`src/rtl/core/rwpc_pkg.sv`:
```
// ----------------------------------------------------------------------------
// rwpc_pkg
// Shared widths, defaults and register indexes for the window compositor.
// ----------------------------------------------------------------------------
package rwpc_pkg;

  localparam int PIXEL_W      = 16;
  localparam int GRAY_W       = 8;
  localparam int WIN_DIM_W    = 11;
  localparam int CFG_IDX_W    = 8;
  localparam int CFG_DATA_W   = 16;

  localparam int DEF_CORNER_RADIUS  = 16;
  localparam int DEF_MAX_WINDOW_DIM = 1024;

  localparam logic [WIN_DIM_W-1:0] RST_WINDOW_WIDTH  = 11'd240;
  localparam logic [WIN_DIM_W-1:0] RST_WINDOW_HEIGHT = 11'd240;
  localparam logic [PIXEL_W-1:0]   RST_BACKGROUND    = 16'h0000;

  localparam int GRAY_COEF_R = 76;
  localparam int GRAY_COEF_G = 150;
  localparam int GRAY_COEF_B = 29;

  typedef enum logic [CFG_IDX_W-1:0] {
    CFG_WINDOW_WIDTH     = 8'd0,
    CFG_WINDOW_HEIGHT    = 8'd1,
    CFG_ROUNDING_ENABLE  = 8'd2,
    CFG_BACKGROUND_COLOR = 8'd3
  } cfg_idx_t;

endpackage

```
`src/rtl/core/rwpc_ifs.sv`:
```
// ----------------------------------------------------------------------------
// rwpc channel interfaces
// Valid/ready channels for pixels in, composited results out, and config.
// ----------------------------------------------------------------------------
interface rwpc_in_if
  import rwpc_pkg::*;
  ();
  logic               valid;
  logic               ready;
  logic [PIXEL_W-1:0] camera_pixel;

  modport source (output valid, output camera_pixel, input ready);
  modport sink   (input valid, input camera_pixel, output ready);
endinterface

interface rwpc_out_if
  import rwpc_pkg::*;
  ();
  logic               valid;
  logic               ready;
  logic [PIXEL_W-1:0] display_pixel;
  logic [GRAY_W-1:0]  gray_level;
  logic               frame_end;

  modport source (output valid, output display_pixel, output gray_level,
                  output frame_end, input ready);
  modport sink   (input valid, input display_pixel, input gray_level,
                  input frame_end, output ready);
endinterface

interface rwpc_cfg_if
  import rwpc_pkg::*;
  ();
  logic                  valid;
  logic                  ready;
  logic [CFG_IDX_W-1:0]  index;
  logic [CFG_DATA_W-1:0] data;

  modport source (output valid, output index, output data, input ready);
  modport sink   (input valid, input index, input data, output ready);
endinterface

```
`src/rtl/core/rounded_window_pixel_compositor_core.sv`:
```
// ----------------------------------------------------------------------------
// rounded_window_pixel_compositor_core
// Rounded-corner window mask and RGB565 luma for a raster pixel stream.
// ----------------------------------------------------------------------------
// One pixel beat in, one result beat out, one pixel per clock sustained while
// the output takes results; each result is held in a single output register,
// fed by the corner test, the position counters and the luma sum. Input ready
// follows that register (free, or drained this cycle), so a beat is taken
// as the previous result drains, but not while it waits. Config writes are
// always ready and take effect on the next pixel; they leave the column/row
// counters alone. frame_end marks the last pixel of each window.
module rounded_window_pixel_compositor_core
  import rwpc_pkg::*;
#(
  parameter int CORNER_RADIUS  = DEF_CORNER_RADIUS,
  parameter int MAX_WINDOW_DIM = DEF_MAX_WINDOW_DIM
) (
  input  logic        clk,
  input  logic        rst_n,
  rwpc_in_if.sink     in_ch,
  rwpc_out_if.source  out_ch,
  rwpc_cfg_if.sink    cfg_ch
);

  localparam int PW = $clog2(MAX_WINDOW_DIM);
  localparam int DW = $clog2(MAX_WINDOW_DIM + 1);
  localparam int NW = (DW > WIN_DIM_W) ? DW : WIN_DIM_W;
  localparam int RW = $clog2(CORNER_RADIUS + 1);
  localparam int SW = 2 * RW + 1;
  localparam logic [NW-1:0] MAX_N  = NW'(MAX_WINDOW_DIM);
  localparam logic [DW-1:0] RAD_D  = DW'(CORNER_RADIUS);
  localparam logic [SW-1:0] RAD_SQ = SW'(CORNER_RADIUS * CORNER_RADIUS);

  logic [WIN_DIM_W-1:0] width_r;
  logic [WIN_DIM_W-1:0] height_r;
  logic                 round_en_r;
  logic [PIXEL_W-1:0]   bg_r;

  logic [PW-1:0] col_r, col_nxt;
  logic [PW-1:0] row_r, row_nxt;

  logic               out_valid_r;
  logic [PIXEL_W-1:0] disp_r, disp_nxt;
  logic [GRAY_W-1:0]  gray_r, gray_nxt;
  logic               fend_r, fend_nxt;

  logic          in_fire;
  logic [DW-1:0] last_w, last_h;
  logic [DW-1:0] col_d, row_d;
  logic [DW-1:0] dc, dr;
  logic          wrap_col, wrap_row;
  logic          in_cut;

  function automatic logic [DW-1:0] clamp_last(input logic [WIN_DIM_W-1:0] v);
    logic [NW-1:0] x;
    logic [NW-1:0] c;
    x = NW'(v);
    if (x == '0) begin
      c = NW'(1);
    end else if (x > MAX_N) begin
      c = MAX_N;
    end else begin
      c = x;
    end
    return DW'(c - NW'(1));
  endfunction

  function automatic logic [DW-1:0] edge_dist(input logic [DW-1:0] p,
                                              input logic [DW-1:0] last);
    logic [DW-1:0] pc;
    logic [DW-1:0] far;
    pc  = (p > last) ? last : p;
    far = last - pc;
    return (pc < far) ? pc : far;
  endfunction

  function automatic logic corner_cut(input logic [DW-1:0] a_d,
                                      input logic [DW-1:0] b_d);
    logic [SW-1:0] a;
    logic [SW-1:0] b;
    if (a_d >= RAD_D || b_d >= RAD_D) begin
      return 1'b0;
    end
    a = SW'(RW'(RAD_D - a_d));
    b = SW'(RW'(RAD_D - b_d));
    return (a * a + b * b) > RAD_SQ;
  endfunction

  function automatic logic [GRAY_W-1:0] to_gray(input logic [PIXEL_W-1:0] px);
    logic [15:0] r8;
    logic [15:0] g8;
    logic [15:0] b8;
    logic [15:0] sum;
    r8  = {8'd0, px[15:11], 3'd0};
    g8  = {8'd0, px[10:5], 2'd0};
    b8  = {8'd0, px[4:0], 3'd0};
    sum = r8 * 16'(GRAY_COEF_R) + g8 * 16'(GRAY_COEF_G) + b8 * 16'(GRAY_COEF_B);
    return sum[15:8];
  endfunction

  assign in_ch.ready  = !out_valid_r || out_ch.ready;
  assign in_fire      = in_ch.valid && in_ch.ready;
  assign cfg_ch.ready = 1'b1;

  always_comb begin
    last_w   = clamp_last(width_r);
    last_h   = clamp_last(height_r);
    col_d    = DW'(col_r);
    row_d    = DW'(row_r);
    dc       = edge_dist(col_d, last_w);
    dr       = edge_dist(row_d, last_h);
    in_cut   = corner_cut(dc, dr);
    wrap_col = (col_d >= last_w);
    wrap_row = (row_d >= last_h);

    disp_nxt = (round_en_r && in_cut) ? bg_r : in_ch.camera_pixel;
    gray_nxt = to_gray(in_ch.camera_pixel);
    fend_nxt = wrap_col && wrap_row;

    col_nxt = col_r;
    row_nxt = row_r;
    if (wrap_col) begin
      col_nxt = '0;
      row_nxt = wrap_row ? '0 : PW'(row_r + PW'(1));
    end else begin
      col_nxt = PW'(col_r + PW'(1));
    end
  end

  always_ff @(posedge clk) begin
    if (!rst_n) begin
      width_r    <= RST_WINDOW_WIDTH;
      height_r   <= RST_WINDOW_HEIGHT;
      round_en_r <= 1'b0;
      bg_r       <= RST_BACKGROUND;
    end else if (cfg_ch.valid && cfg_ch.ready) begin
      case (cfg_ch.index)
        CFG_WINDOW_WIDTH:     width_r    <= cfg_ch.data[WIN_DIM_W-1:0];
        CFG_WINDOW_HEIGHT:    height_r   <= cfg_ch.data[WIN_DIM_W-1:0];
        CFG_ROUNDING_ENABLE:  round_en_r <= cfg_ch.data[0];
        CFG_BACKGROUND_COLOR: bg_r       <= cfg_ch.data[PIXEL_W-1:0];
        default: ;
      endcase
    end
  end

  always_ff @(posedge clk) begin
    if (!rst_n) begin
      col_r       <= '0;
      row_r       <= '0;
      out_valid_r <= 1'b0;
    end else begin
      if (in_fire) begin
        col_r       <= col_nxt;
        row_r       <= row_nxt;
        out_valid_r <= 1'b1;
      end else if (out_ch.ready) begin
        out_valid_r <= 1'b0;
      end
    end
  end

  always_ff @(posedge clk) begin
    if (in_fire) begin
      disp_r <= disp_nxt;
      gray_r <= gray_nxt;
      fend_r <= fend_nxt;
    end
  end

  assign out_ch.valid         = out_valid_r;
  assign out_ch.display_pixel = disp_r;
  assign out_ch.gray_level    = gray_r;
  assign out_ch.frame_end     = fend_r;

  // frame end always restarts the raster at the origin
  a_frame_restart: assert property (@(posedge clk) disable iff (!rst_n)
    in_fire && fend_nxt |=> (col_r == '0) && (row_r == '0))
    else $error("position not cleared after frame end");

  // column advances by one inside a row
  a_col_step: assert property (@(posedge clk) disable iff (!rst_n)
    in_fire && !wrap_col |=> col_r == PW'($past(col_r) + PW'(1)))
    else $error("column did not advance");

  // counters hold when no pixel is taken
  a_pos_hold: assert property (@(posedge clk) disable iff (!rst_n)
    !in_fire |=> $stable(col_r) && $stable(row_r))
    else $error("position moved without a pixel");

  // with rounding off the camera pixel passes unchanged
  a_passthru: assert property (@(posedge clk) disable iff (!rst_n)
    in_fire && !round_en_r |=> out_ch.display_pixel == $past(in_ch.camera_pixel))
    else $error("pixel altered with rounding off");

  // an empty output stage never blocks the input
  a_ready_free: assert property (@(posedge clk) disable iff (!rst_n)
    !out_valid_r |-> in_ch.ready)
    else $error("input stalled with empty output stage");

endmodule

```
`src/flat_wrapper.sv`:
```
// flat-port wrapper written by rule: the top's interface ports become plain ports
module rounded_window_pixel_compositor_core_flat import rwpc_pkg::*;
#(
  parameter int CORNER_RADIUS  = DEF_CORNER_RADIUS,
  parameter int MAX_WINDOW_DIM = DEF_MAX_WINDOW_DIM
)
  (clk, rst_n, in_ch_valid, in_ch_camera_pixel, in_ch_ready, out_ch_valid, out_ch_display_pixel, out_ch_gray_level, out_ch_frame_end, out_ch_ready, cfg_ch_valid, cfg_ch_index, cfg_ch_data, cfg_ch_ready);
  rwpc_in_if in_ch_i ();
  rwpc_out_if out_ch_i ();
  rwpc_cfg_if cfg_ch_i ();
  input  logic clk;
  input  logic rst_n;
  input wire logic [$bits(in_ch_i.valid)-1:0] in_ch_valid;
  input wire logic [$bits(in_ch_i.camera_pixel)-1:0] in_ch_camera_pixel;
  output wire logic [$bits(in_ch_i.ready)-1:0] in_ch_ready;
  output wire logic [$bits(out_ch_i.valid)-1:0] out_ch_valid;
  output wire logic [$bits(out_ch_i.display_pixel)-1:0] out_ch_display_pixel;
  output wire logic [$bits(out_ch_i.gray_level)-1:0] out_ch_gray_level;
  output wire logic [$bits(out_ch_i.frame_end)-1:0] out_ch_frame_end;
  input wire logic [$bits(out_ch_i.ready)-1:0] out_ch_ready;
  input wire logic [$bits(cfg_ch_i.valid)-1:0] cfg_ch_valid;
  input wire logic [$bits(cfg_ch_i.index)-1:0] cfg_ch_index;
  input wire logic [$bits(cfg_ch_i.data)-1:0] cfg_ch_data;
  output wire logic [$bits(cfg_ch_i.ready)-1:0] cfg_ch_ready;
  assign in_ch_i.valid = in_ch_valid;
  assign in_ch_i.camera_pixel = in_ch_camera_pixel;
  assign in_ch_ready = in_ch_i.ready;
  assign out_ch_valid = out_ch_i.valid;
  assign out_ch_display_pixel = out_ch_i.display_pixel;
  assign out_ch_gray_level = out_ch_i.gray_level;
  assign out_ch_frame_end = out_ch_i.frame_end;
  assign out_ch_i.ready = out_ch_ready;
  assign cfg_ch_i.valid = cfg_ch_valid;
  assign cfg_ch_i.index = cfg_ch_index;
  assign cfg_ch_i.data = cfg_ch_data;
  assign cfg_ch_ready = cfg_ch_i.ready;
  rounded_window_pixel_compositor_core #(.CORNER_RADIUS(CORNER_RADIUS), .MAX_WINDOW_DIM(MAX_WINDOW_DIM)) u_core (.clk(clk), .rst_n(rst_n), .in_ch(in_ch_i), .out_ch(out_ch_i), .cfg_ch(cfg_ch_i));
endmodule
```
`config.mk`:
```
export PLATFORM = sky130hd
export DESIGN_NAME = rounded_window_pixel_compositor_core_flat
export DESIGN_NICKNAME = d
export VERILOG_FILES = /design/src/rtl/core/rwpc_pkg.sv /design/src/rtl/core/rwpc_ifs.sv /design/src/rtl/core/rounded_window_pixel_compositor_core.sv /design/src/flat_wrapper.sv
export SDC_FILE = /design/constraint.sdc
export NUM_CORES = 1
export LEC_CHECK = 0
export BUFFER_PORTS_ARGS = -buffer_cell sky130_fd_sc_hd__buf_2
export CAP_MARGIN = 10
export CORE_UTILIZATION = 50
export CTS_BUF_LIST = sky130_fd_sc_hd__clkbuf_2
export DETAILED_ROUTE_END_ITERATION = 8
export PLACE_DENSITY = 0.75
export SLEW_MARGIN = 10
export SYNTH_ARGS = -nofsm -noshare
export SYNTH_HDL_FRONTEND = slang
export SYNTH_SLANG_ARGS = --single-unit
```
`constraint.sdc`:
```
create_clock -name clk -period 12.1 [get_ports clk]
set_input_delay 1.21 -clock clk [delete_from_list [all_inputs] [get_ports clk]]
set_output_delay 1.21 -clock clk [all_outputs]
set_load 0.05 [all_outputs]
```
==> results of run 1 <==
==> cells in the mapped netlist (4+ instances only) <==
library cell and count:
sky130_fd_sc_hd__o211ai_1 6, sky130_fd_sc_hd__o21a_1 12, sky130_fd_sc_hd__xnor2_1 34, sky130_fd_sc_hd__nor2_1 78, sky130_fd_sc_hd__dfxtp_1 60, sky130_fd_sc_hd__mux2i_1 49
sky130_fd_sc_hd__nor4_1 7, sky130_fd_sc_hd__ha_1 167, sky130_fd_sc_hd__o21bai_1 8, sky130_fd_sc_hd__mux2_2 9, sky130_fd_sc_hd__inv_1 130, sky130_fd_sc_hd__xor2_1 34
sky130_fd_sc_hd__fa_1 42, sky130_fd_sc_hd__clkbuf_1 9, sky130_fd_sc_hd__mux2_4 10, sky130_fd_sc_hd__a211oi_1 4, sky130_fd_sc_hd__nand4_1 6, sky130_fd_sc_hd__and2_1 7
sky130_fd_sc_hd__or4_1 4, sky130_fd_sc_hd__a21oi_1 51, sky130_fd_sc_hd__nor3_1 19, sky130_fd_sc_hd__nand3_1 19, sky130_fd_sc_hd__nand2b_1 14, sky130_fd_sc_hd__edfxtp_1 25
sky130_fd_sc_hd__o41ai_1 5, sky130_fd_sc_hd__a21o_1 17, sky130_fd_sc_hd__nand2_1 63, sky130_fd_sc_hd__nor2b_1 39, sky130_fd_sc_hd__and3_1 7, sky130_fd_sc_hd__o21ai_1 4
sky130_fd_sc_hd__or3_1 5, sky130_fd_sc_hd__o21ai_0 26
==> what timing repair did <==
action                     4_1_cts  5_1_grt
cloned                           0        1
buffers inserted                 4       23
pin swaps                       10       62
setup endpoints to repair       16       16
resized for setup               17       99
hold buffers                     0        0
==> per-layer routing <==
layer | share of wire (%) | up-vias | global-route usage, %
met1 | 44 | 3781 | 29.3
li1 | - | 3955 | -
met2 | 50 | 162 | 40.0
met3 | 3.3 | 32 | 3.53
met5 | 0 | - | 0
met4 | 2.0 | 0 | 6.41
==> flip-flops by register name (all words and copies together), names as in the netlist <==
signal and cells:
u_core.width_r 11, u_core.height_r 11, u_core.round_en_r 1, u_core.bg_r 16, u_core.col_r 10, u_core.out_ch.frame_end 1
u_core.out_ch.valid 1, u_core.out_ch.display_pixel 16, u_core.row_r 10, u_core.out_ch.gray_level 8
==> worst max-delay path by stage <==
| stage | end | slack, ns | cells past startpoint |
|---|---|---|---|
| after CTS | u_core.out_ch.display_pixel[3] | 0.01 | 53 |
| after floorplan | u_core.out_ch.display_pixel[10] | 0.04 | 55 |
| after detailed placement | u_core.out_ch.display_pixel[13] | -0.37 | 49 |
| after global routing | u_core.out_ch.display_pixel[14] | -0.28 | 54 |
| after global placement | u_core.out_ch.display_pixel[14] | -0.06 | 51 |
| final | u_core.out_ch.display_pixel[15] | 0.22 | 54 |
==> worst max-delay path, delay by kind of cell, from the launching register on <==
kind                     cells  cell delay, ns
flip-flops                   1            0.40
XOR/XNOR                     3            0.61
buffers and inverters        9            0.90
multiplexers                 2            0.71
adder cells (fa/ha/maj)     11            3.97
AND/OR/NAND/NOR             15            2.61
AO/OA/AOI/OAI               14            2.46
==> layout make-up <==
class | instances | share of cell area (%)
Timing Repair Buffer | 159 | 9.06
Tap cell | 260 | 2.81
Clock buffer | 9 | 0.389
Clock inverter | 7 | 0.778
Antenna cell | 1 | 0.0216
Inverter | 131 | 4.24
Sequential cell | 85 | 17.0
Multi-Input combinational cell | 817 | 65.7
==> per-stage QoR <==
stage | power (uW) | hold WS, ns
6_report | 1260 | 0.533
5_1_grt | 1360 | 0.564
4_1_cts | 1230 | 0.534
3_5_place_dp | 1040 | 0.508
3_3_place_gp | 1020 | 0.500
2_1_floorplan | 893 | 0.475
==> power by group <==
part	total [uW]	internal [uW]	switching (uW)
Clock	171	67.5	104
Combinational	746	313	433
Sequential	341	335	5.62
Total	1260	716	542
==> kinds of logic after synthesis <==
kind of cell / count (synthesis) / synth area share [%]
buf+inv: 149 / 6.36
simple gates: 295 / 16.1
flops: 85 / 20.2
mux: 70 / 8.06
compound gates: 171 / 12.5
other cells: 2 / 0.0777
fa+ha+maj: 209 / 30.3
xor+xnor: 69 / 6.33
==> results.sh, run 1 <==
export IMPL_postSynth_asyncResetShare_pct=0
export IMPL_leading_cell_type_in_the_layout_fill_and_taps_excluded="sky130_fd_sc_hd__ha_1"
export IMPL_grt_first_pass_wirelength_um=36500
export IMPL_finalCoreUtilization_pct=61.5
export IMPL_ys_warnings_count=0
export IMPL_clk_latency_ns=0.59
export IMPL_nNetsFinal=1457
export IMPL_worst_setup_path_startpoint="u_core.width_r[9]"
export IMPL_tritoncts_num_buffers=9
export IMPL_cap_viol_max_count=0
export IMPL_cellPowerDensity_mw_per_mm2=109
export IMPL_synth_ff_latch_count=85
export IMPL_final_setup_skew_ns=0.0273
export IMPL_cts_sinks=85
export IMPL_viasPerCell=5.40
export IMPL_initial_core_util_pct=51.3
export IMPL_core_region_area_mm2=0.0188
export IMPL_horiz_die_dim_um=141
export IMPL_reg2reg_from="u_core.width_r[9]"
export IMPL_area_of_combinational_cells_with_multiple_inputs_mm2=0.00761
export IMPL_cp_common_cell="sky130_fd_sc_hd__fa_1"
export IMPL_run_status="complete, no violations"
export IMPL_worstPathRequired_ns=12.49
export IMPL_mostFrequentLayoutCells="sky130_fd_sc_hd__ha_1 (155), sky130_fd_sc_hd__inv_1 (123), sky130_fd_sc_hd__buf_4 (85)"
export IMPL_timing_setup_critical_path_class="register to register"
export IMPL_dr_first_iter_drc_count=346
export IMPL_finalWorstPathRequiredPeriod_ns=11.88
export IMPL_fin_crit_sh_pct=98.2
export IMPL_placedCellCount=1424
export IMPL_drive_above_1_share_pct=26.1
export IMPL_worst_endpoint_arrival_ns=12.27
export IMPL_worst_setup_hold_path_clk_slew_ns=0.25
export IMPL_worst_r2r_endpoint="u_core.out_ch.display_pixel[15]"
export IMPL_ys_dominant_reg_cell="sky130_fd_sc_hd__dfxtp_1"
export IMPL_cp_max_fo=8
export IMPL_finalNonFillerCells=1469
export IMPL_dpl_cell_area_mm2=0.0107
export IMPL_routed_wire_length_per_instance_um=15.7
export IMPL_dieHeight_um=141
export IMPL_grt_start_max_net_pins=44
export IMPL_max_freq_mhz=84.2
export IMPL_hold_path_origin="u_core.out_ch.valid"
export IMPL_r2r_worst_path_cells=54
export IMPL_yosys_area_top_type="sky130_fd_sc_hd__ha_1"
export IMPL_slew_violations=0
export IMPL_cts_root_buffer="sky130_fd_sc_hd__clkbuf_2"
export IMPL_dp_hpwl_um=17800
export IMPL_critPathMaxStageDelay_ns=0.54
export IMPL_synthDistinctLibCells=92
export IMPL_worst_pin_slew_ns=1.12
export IMPL_relSlewSlack_pct=25.0
export IMPL_ios=73
export IMPL_ys_top_cells_by_area="sky130_fd_sc_hd__ha_1 (22%), sky130_fd_sc_hd__dfxtp_1 (12%), sky130_fd_sc_hd__fa_1 (8.7%)"
export IMPL_cp_slowest_cell="sky130_fd_sc_hd__fa_1"
export IMPL_number_of_flops_mapped_to_enable_cells_by_yosys=25
export IMPL_cts_htree_levels=3
export IMPL_floorplan_rows=50
export IMPL_total_standard_cell_area_after_synthesis_mm2=0.00966
export IMPL_avgSynthCellArea_um2=9.20
export IMPL_peak_supply_drop_uv=106
export IMPL_tns_ns=0
export IMPL_place_ws_ns=-0.374
export IMPL_flow_area_growth_from_synthesis_pct=19.9
export IMPL_tritoncts="done"
export IMPL_detail_route_wirelength_um=23000
export IMPL_netlist_instances=1050
export IMPL_remaining_routing_drc_violations=0
export IMPL_power_static_leakage_uw=0.00563
export IMPL_timing_final_hold_violations=0
export IMPL_antenna_found_initial=1
export IMPL_final_cell_area_mm2=0.0116
export IMPL_final_critical_path_setup_slack_ns=0.219
export IMPL_firstDrtPassIters=5
export IMPL_dr_total_vias=7930
export IMPL_n_fill_cell=1533
export IMPL_grtUsageTotal_pct=22.9
export IMPL_die_area_mm2=0.0199
export IMPL_routabilityCongestion=0.892
export IMPL_hold_path_class="register to register"
export IMPL_min_to="u_core.out_ch.valid"
export IMPL_worstSetupEndpointType="register"
export IMPL_antenna_left=0
export IMPL_synth_top_cell_area_share_pct=21.6
export IMPL_grt_remaining_overflow=0
export IMPL_yosysSeqAreaShare_pct=20.2
export IMPL_setup_viol=0
export IMPL_grt_pass1_vias=7744
export IMPL_min_delay_path_depth=2
export IMPL_numPortBuffers=71
export IMPL_clock_path_buffers=2
export IMPL_crit_path_start_kind="register"
export IMPL_ff_latch_area_mm2=0.00197
export IMPL_reg2reg_slack_ns=0.22
export IMPL_rsz0062_at_grt="true"
(Power assumes the default switching activity.)
==> run 2, diff against run 1 <==
CORE_UTILIZATION = 44   (was 50)
PLACE_DENSITY = 0.68   (was 0.75)
==> results.sh, run 2 (synthesized netlist as in run 1, its figures left out) <==
export IMPL_cellPowerDensity_mw_per_mm2=104
export IMPL_termination_of_the_worst_setup_path="u_core.out_ch.display_pixel[0]"
export IMPL_drive_above_1_share_pct=25.8
export IMPL_grt_remaining_overflow=0
export IMPL_dp_hpwl_um=17800
export IMPL_numPortBuffers=71
export IMPL_cts_sinks=85
export IMPL_hold_path_origin="u_core.bg_r[4]"
export IMPL_p_seq_share_pct=28.3
export IMPL_relSlewSlack_pct=27.0
export IMPL_worstPathRequired_ns=12.46
export IMPL_clockPowerShare_pct=11.1
export IMPL_r2r_worst_path_cells=56
export IMPL_place_ws_ns=-0.488
export IMPL_cp_common_cell="sky130_fd_sc_hd__inv_2"
export IMPL_path_depth=56
export IMPL_tritoncts="done"
export IMPL_cpLargestDelayFamily="adder cells"
export IMPL_worstSetupEndpointType="register"
export IMPL_power_share_switching_pct=44.1
export IMPL_antenna_found_initial=2
export IMPL_reg2reg_slack_ns=0.18
export IMPL_initial_core_util_pct=45.4
export IMPL_cp_max_fo=8
export IMPL_grt_start_max_net_pins=44
export IMPL_switching_power_uw=530
export IMPL_die_area_mm2=0.0225
export IMPL_grt_pass1_vias=7493
export IMPL_clock_path_buffers=2
export IMPL_p_comb_share_pct=60.6
export IMPL_finalWorstPathRequiredPeriod_ns=11.92
export IMPL_grtUsageTotal_pct=20.3
export IMPL_grt_first_pass_wirelength_um=36100
export IMPL_dr_first_iter_drc_count=315
export IMPL_cap_viol_max_count=0
export IMPL_rsz0062_at_grt="true"
export IMPL_mostFrequentLayoutCells="sky130_fd_sc_hd__ha_1 (158), sky130_fd_sc_hd__inv_1 (122), sky130_fd_sc_hd__buf_4 (91)"
export IMPL_final_critical_path_setup_slack_ns=0.179
export IMPL_floorplan_rows=53
export IMPL_min_hold_slack_ns=0.546
export IMPL_timing_setup_critical_path_class="register to register"
export IMPL_ios=73
export IMPL_worst_setup_path_startpoint="u_core.height_r[7]"
export IMPL_tritoncts_num_buffers=9
export IMPL_flow_area_growth_from_synthesis_pct=19.8
export IMPL_setup_viol=0
export IMPL_horiz_die_dim_um=150
export IMPL_worst_setup_hold_path_clk_slew_ns=0.25
export IMPL_detail_route_wirelength_um=22200
export IMPL_final_setup_skew_ns=0.0447
export IMPL_total_internal_power_uw=672
export IMPL_reg2reg_from="u_core.height_r[7]"
export IMPL_cp_slowest_cell="sky130_fd_sc_hd__fa_1"
export IMPL_clk_latency_ns=0.58
export IMPL_cts_htree_levels=3
export IMPL_dpl_cell_area_mm2=0.0108
export IMPL_peak_supply_drop_uv=105
export IMPL_timing_final_hold_violations=0
export IMPL_dr_total_vias=7770
export IMPL_cp_buffers_inverters=10
export IMPL_firstDrtPassIters=4
export IMPL_n_fill_cell=1903
export IMPL_nNetsFinal=1465
export IMPL_holdBufCountCts=0
export IMPL_worst_pin_slew_ns=1.09
export IMPL_leading_cell_type_in_the_layout_fill_and_taps_excluded="sky130_fd_sc_hd__ha_1"
export IMPL_hold_path_class="register to register"
export IMPL_remaining_routing_drc_violations=0
export IMPL_routed_wire_length_per_instance_um=14.9
export IMPL_max_freq_mhz=83.9
export IMPL_crit_path_start_kind="register"
export IMPL_dieHeight_um=150
export IMPL_slew_violations=0
export IMPL_critPathMaxStageDelay_ns=0.56
export IMPL_viasPerCell=5.20
export IMPL_worst_endpoint_arrival_ns=12.28
export IMPL_fin_crit_sh_pct=98.5
export IMPL_core_region_area_mm2=0.0213
export IMPL_run_status="complete, no violations"
export IMPL_min_delay_path_depth=2
export IMPL_worst_r2r_endpoint="u_core.out_ch.display_pixel[0]"
export IMPL_routabilityCongestion=0.867
export IMPL_antenna_left=0
export IMPL_power_static_leakage_uw=0.00566
export IMPL_cts_root_buffer="sky130_fd_sc_hd__clkbuf_2"
export IMPL_final_cell_area_mm2=0.0116
==> run 2: layout make-up <==
class,instances,area [um^2],area share (%)
Timing Repair Buffer,167,1110,9.61
Multi-Input combinational cell,817,7560,65.3
Clock inverter,5,35.0,0.303
Sequential cell,85,1970,17.0
Antenna cell,2,5.00,0.0433
Tap cell,275,344,2.97
Inverter,131,492,4.25
Clock buffer,11,55.1,0.476
==> run 2: worst min-delay path by stage <==
stage,to,slack [ns]
after floorplan,u_core.row_r[9],0.48
after global placement,u_core.out_ch.valid,0.50
after detailed placement,u_core.bg_r[11],0.51
after CTS,u_core.bg_r[11],0.55
after global routing,u_core.bg_r[13],0.58
final,u_core.bg_r[4],0.55
==> run 2: worst register-to-register path, delay by kind of cell (launching register included) <==
family | cells | cell delay, ns
AO/OA/AOI/OAI | 15 | 2.84
XOR/XNOR | 3 | 0.52
adder cells (fa/ha/maj) | 12 | 4.12
buffers and inverters | 10 | 0.90
flip-flops | 1 | 0.38
multiplexers | 1 | 0.34
AND/OR/NAND/NOR | 15 | 2.59
==> run 2: through the flow <==
step	utilization (%)	total power [uW]	cells	TNS, ns
floorplan	-	893	1051	0
global placement	50.5	1020	1443	-1.28
detailed placement	50.5	1030	1443	-7.57
CTS	51.8	1190	1465	0
global route	54.4	1310	1493	-5.20
finish	54.4	1200	1493	0
==> run 2: layer usage <==
metal	global-route usage [%]	share of wire, %	vias to the layer above
met4	4.39	1.3	0
met1	26.6	47	3675
met3	2.52	2.7	21
met5	0	0	-
met2	35.5	49	96
li1	-	-	3978
==> run 2: timing repair <==
item,in CTS,in global routing
buffers inserted,5,27
gates resized for setup,26,82
endpoints found under the setup margin,16,16
pin swaps,13,61
gates cloned,1,0
hold endpoints to repair,0,0
==> run 2: power by group through the flow <==
stage          combinational [uW]  clock (uW)  sequential [uW]
2_1_floorplan                 483           0              410
5_1_grt                       824         149              342
3_5_place_dp                  683           0              347
6_report                      728         134              340
4_1_cts                       711         137              341
3_3_place_gp                  674           0              346
==> run 3, diff against run 2 <==
PLACE_DENSITY = 0.64   (was 0.68)
==> results.sh, run 3 (synthesized netlist as in run 1, its figures left out) <==
export IMPL_run_status="complete, no violations"
export IMPL_horiz_die_dim_um=150
export IMPL_rsz0062_at_grt="true"
export IMPL_flow_area_growth_from_synthesis_pct=21.3
export IMPL_crit_path_start_kind="register"
export IMPL_cts_htree_levels=3
export IMPL_tritoncts="done"
export IMPL_clock_path_buffers=2
export IMPL_power_static_leakage_uw=0.00579
export IMPL_ios=73
export IMPL_worst_setup_hold_path_clk_slew_ns=0.27
export IMPL_critPathMaxStageDelay_ns=0.56
export IMPL_dieHeight_um=150
export IMPL_clockPowerShare_pct=12.7
export IMPL_numPortBuffers=71
export IMPL_relSlewSlack_pct=20.7
export IMPL_cp_max_fo=8
export IMPL_cp_slowest_cell="sky130_fd_sc_hd__fa_1"
export IMPL_setup_viol=0
export IMPL_switching_power_uw=569
export IMPL_holdBufCountCts=0
export IMPL_p_comb_share_pct=60.8
export IMPL_antenna_left=0
export IMPL_tns_ns=0
export IMPL_dp_hpwl_um=18000
export IMPL_initial_core_util_pct=45.4
export IMPL_busiest_layer="met2"
export IMPL_cp_common_cell="sky130_fd_sc_hd__fa_1"
export IMPL_worstPathRequired_ns=12.48
export IMPL_cellPowerDensity_mw_per_mm2=110
export IMPL_worst_pin_slew_ns=1.18
export IMPL_final_critical_path_setup_slack_ns=0.335
export IMPL_total_internal_power_uw=717
export IMPL_nNetsFinal=1466
export IMPL_slew_violations=0
export IMPL_core_region_area_mm2=0.0213
export IMPL_remaining_routing_drc_violations=0
export IMPL_cap_viol_max_count=0
export IMPL_floorplan_rows=53
export IMPL_groute_layer_met3_usage_pct=3.21
export IMPL_grt_pass1_vias=7568
export IMPL_max_freq_mhz=85.0
export IMPL_antenna_found_initial=1
export IMPL_finalWorstPathRequiredPeriod_ns=11.77
export IMPL_die_area_mm2=0.0225
export IMPL_peak_supply_drop_uv=82.7
export IMPL_post_layout_total_power_uw=1290
export IMPL_final_setup_skew_ns=0.0392
export IMPL_place_ws_ns=-0.374
export IMPL_p_seq_share_pct=26.5
export IMPL_worstSetupEndpointType="register"
export IMPL_dr_first_iter_drc_count=387
export IMPL_detail_route_wirelength_um=22700
export IMPL_cpLargestDelayFamily="adder cells"
export IMPL_timing_final_hold_violations=0
export IMPL_power_share_switching_pct=44.2
export IMPL_dpl_cell_area_mm2=0.0108
export IMPL_cp_buffers_inverters=10
export IMPL_worst_endpoint_arrival_ns=12.15
export IMPL_tritoncts_num_buffers=9
export IMPL_viasPerCell=5.29
export IMPL_hold_path_class="register to register"
export IMPL_grtUsageTotal_pct=20.7
export IMPL_final_cell_area_mm2=0.0117
export IMPL_grt_start_max_net_pins=44
export IMPL_routed_wire_length_per_instance_um=15.2
export IMPL_mostFrequentLayoutCells="sky130_fd_sc_hd__ha_1 (155), sky130_fd_sc_hd__inv_1 (121), sky130_fd_sc_hd__buf_4 (89)"
export IMPL_grt_first_pass_wirelength_um=36700
export IMPL_timing_setup_critical_path_class="register to register"
export IMPL_leading_cell_type_in_the_layout_fill_and_taps_excluded="sky130_fd_sc_hd__ha_1"
export IMPL_fin_crit_sh_pct=97.2
export IMPL_cts_sinks=85
export IMPL_clk_latency_ns=0.63
export IMPL_cts_root_buffer="sky130_fd_sc_hd__clkbuf_2"
export IMPL_dr_total_vias=7892
export IMPL_grt_met2_usage_pct=34.9
export IMPL_firstDrtPassIters=5
export IMPL_routabilityCongestion=0.877
export IMPL_grt_remaining_overflow=0
export IMPL_drive_above_1_share_pct=26.7
export IMPL_globalRouteMet1Util_pct=27.9
## run 3: cell count changes in the layout (fill, tap and decap cells not counted), sizes merged
cell	change
bufinv	+1
diode	-1
o41ai	+1
inv	+1
buf	-1
clkinv	-1
## run 3: power by group through the flow
stage,logic [uW],clock network [uW],registers [uW]
2_1_floorplan,483,0,410
3_3_place_gp,677,0,346
3_5_place_dp,694,0,346
4_1_cts,731,170,341
5_1_grt,874,180,342
6_report,782,164,340
## run 3: tightest hold or removal path: stages (launching register included)
cell and delay (ns):
sky130_fd_sc_hd__dfxtp_1 0.37, sky130_fd_sc_hd__nand2b_1 0.09, sky130_fd_sc_hd__a21boi_0 0.08
## run 3: final timing paths
path                                          start                              end  slack [ns]  cells past startpoint
worst max-delay path             u_core.height_r[7]  u_core.out_ch.display_pixel[15]        0.33                     51
worst min-delay path            u_core.out_ch.valid              u_core.out_ch.valid        0.55                      2
worst max register to register   u_core.height_r[7]  u_core.out_ch.display_pixel[15]        0.33                     51
worst min register to register  u_core.out_ch.valid              u_core.out_ch.valid        0.55                      2
## run 3: layout make-up
| cell class | instances | area [um^2] |
|---|---|---|
| fillers | 1927 | 9570 |
| multi-input cells | 818 | 7670 |
| flip-flops and latches | 85 | 1960 |
| repair buffers | 167 | 1120 |
| inverters | 131 | 492 |
| well taps | 275 | 344 |
| clock inverters | 6 | 71.3 |
| clock buffers | 10 | 50.0 |
| diodes | 1 | 2.50 |
## run 3: per-layer routing
layer,part of all wire (%),up-vias
met1,48,3762
li1,-,3976
met4,1.4,0
met5,0,-
met2,47,129
met3,3.3,25
## run 3: metrics by stage
step	hold WS, ns	util (%)	instances
floorplan	0.475	-	1051
global placement	0.498	50.7	1449
detailed placement	0.507	50.7	1449
CTS	0.547	52.6	1475
global route	0.572	55.0	1493
finish	0.546	55.0	1493
## run 3: timing repair
item                                    in CTS  in global routing
endpoints found under the setup margin      16                 16
gates cloned                                 2                  0
pin swaps                                   23                 59
resized for setup                           37                 87
buffers inserted                             8                 17
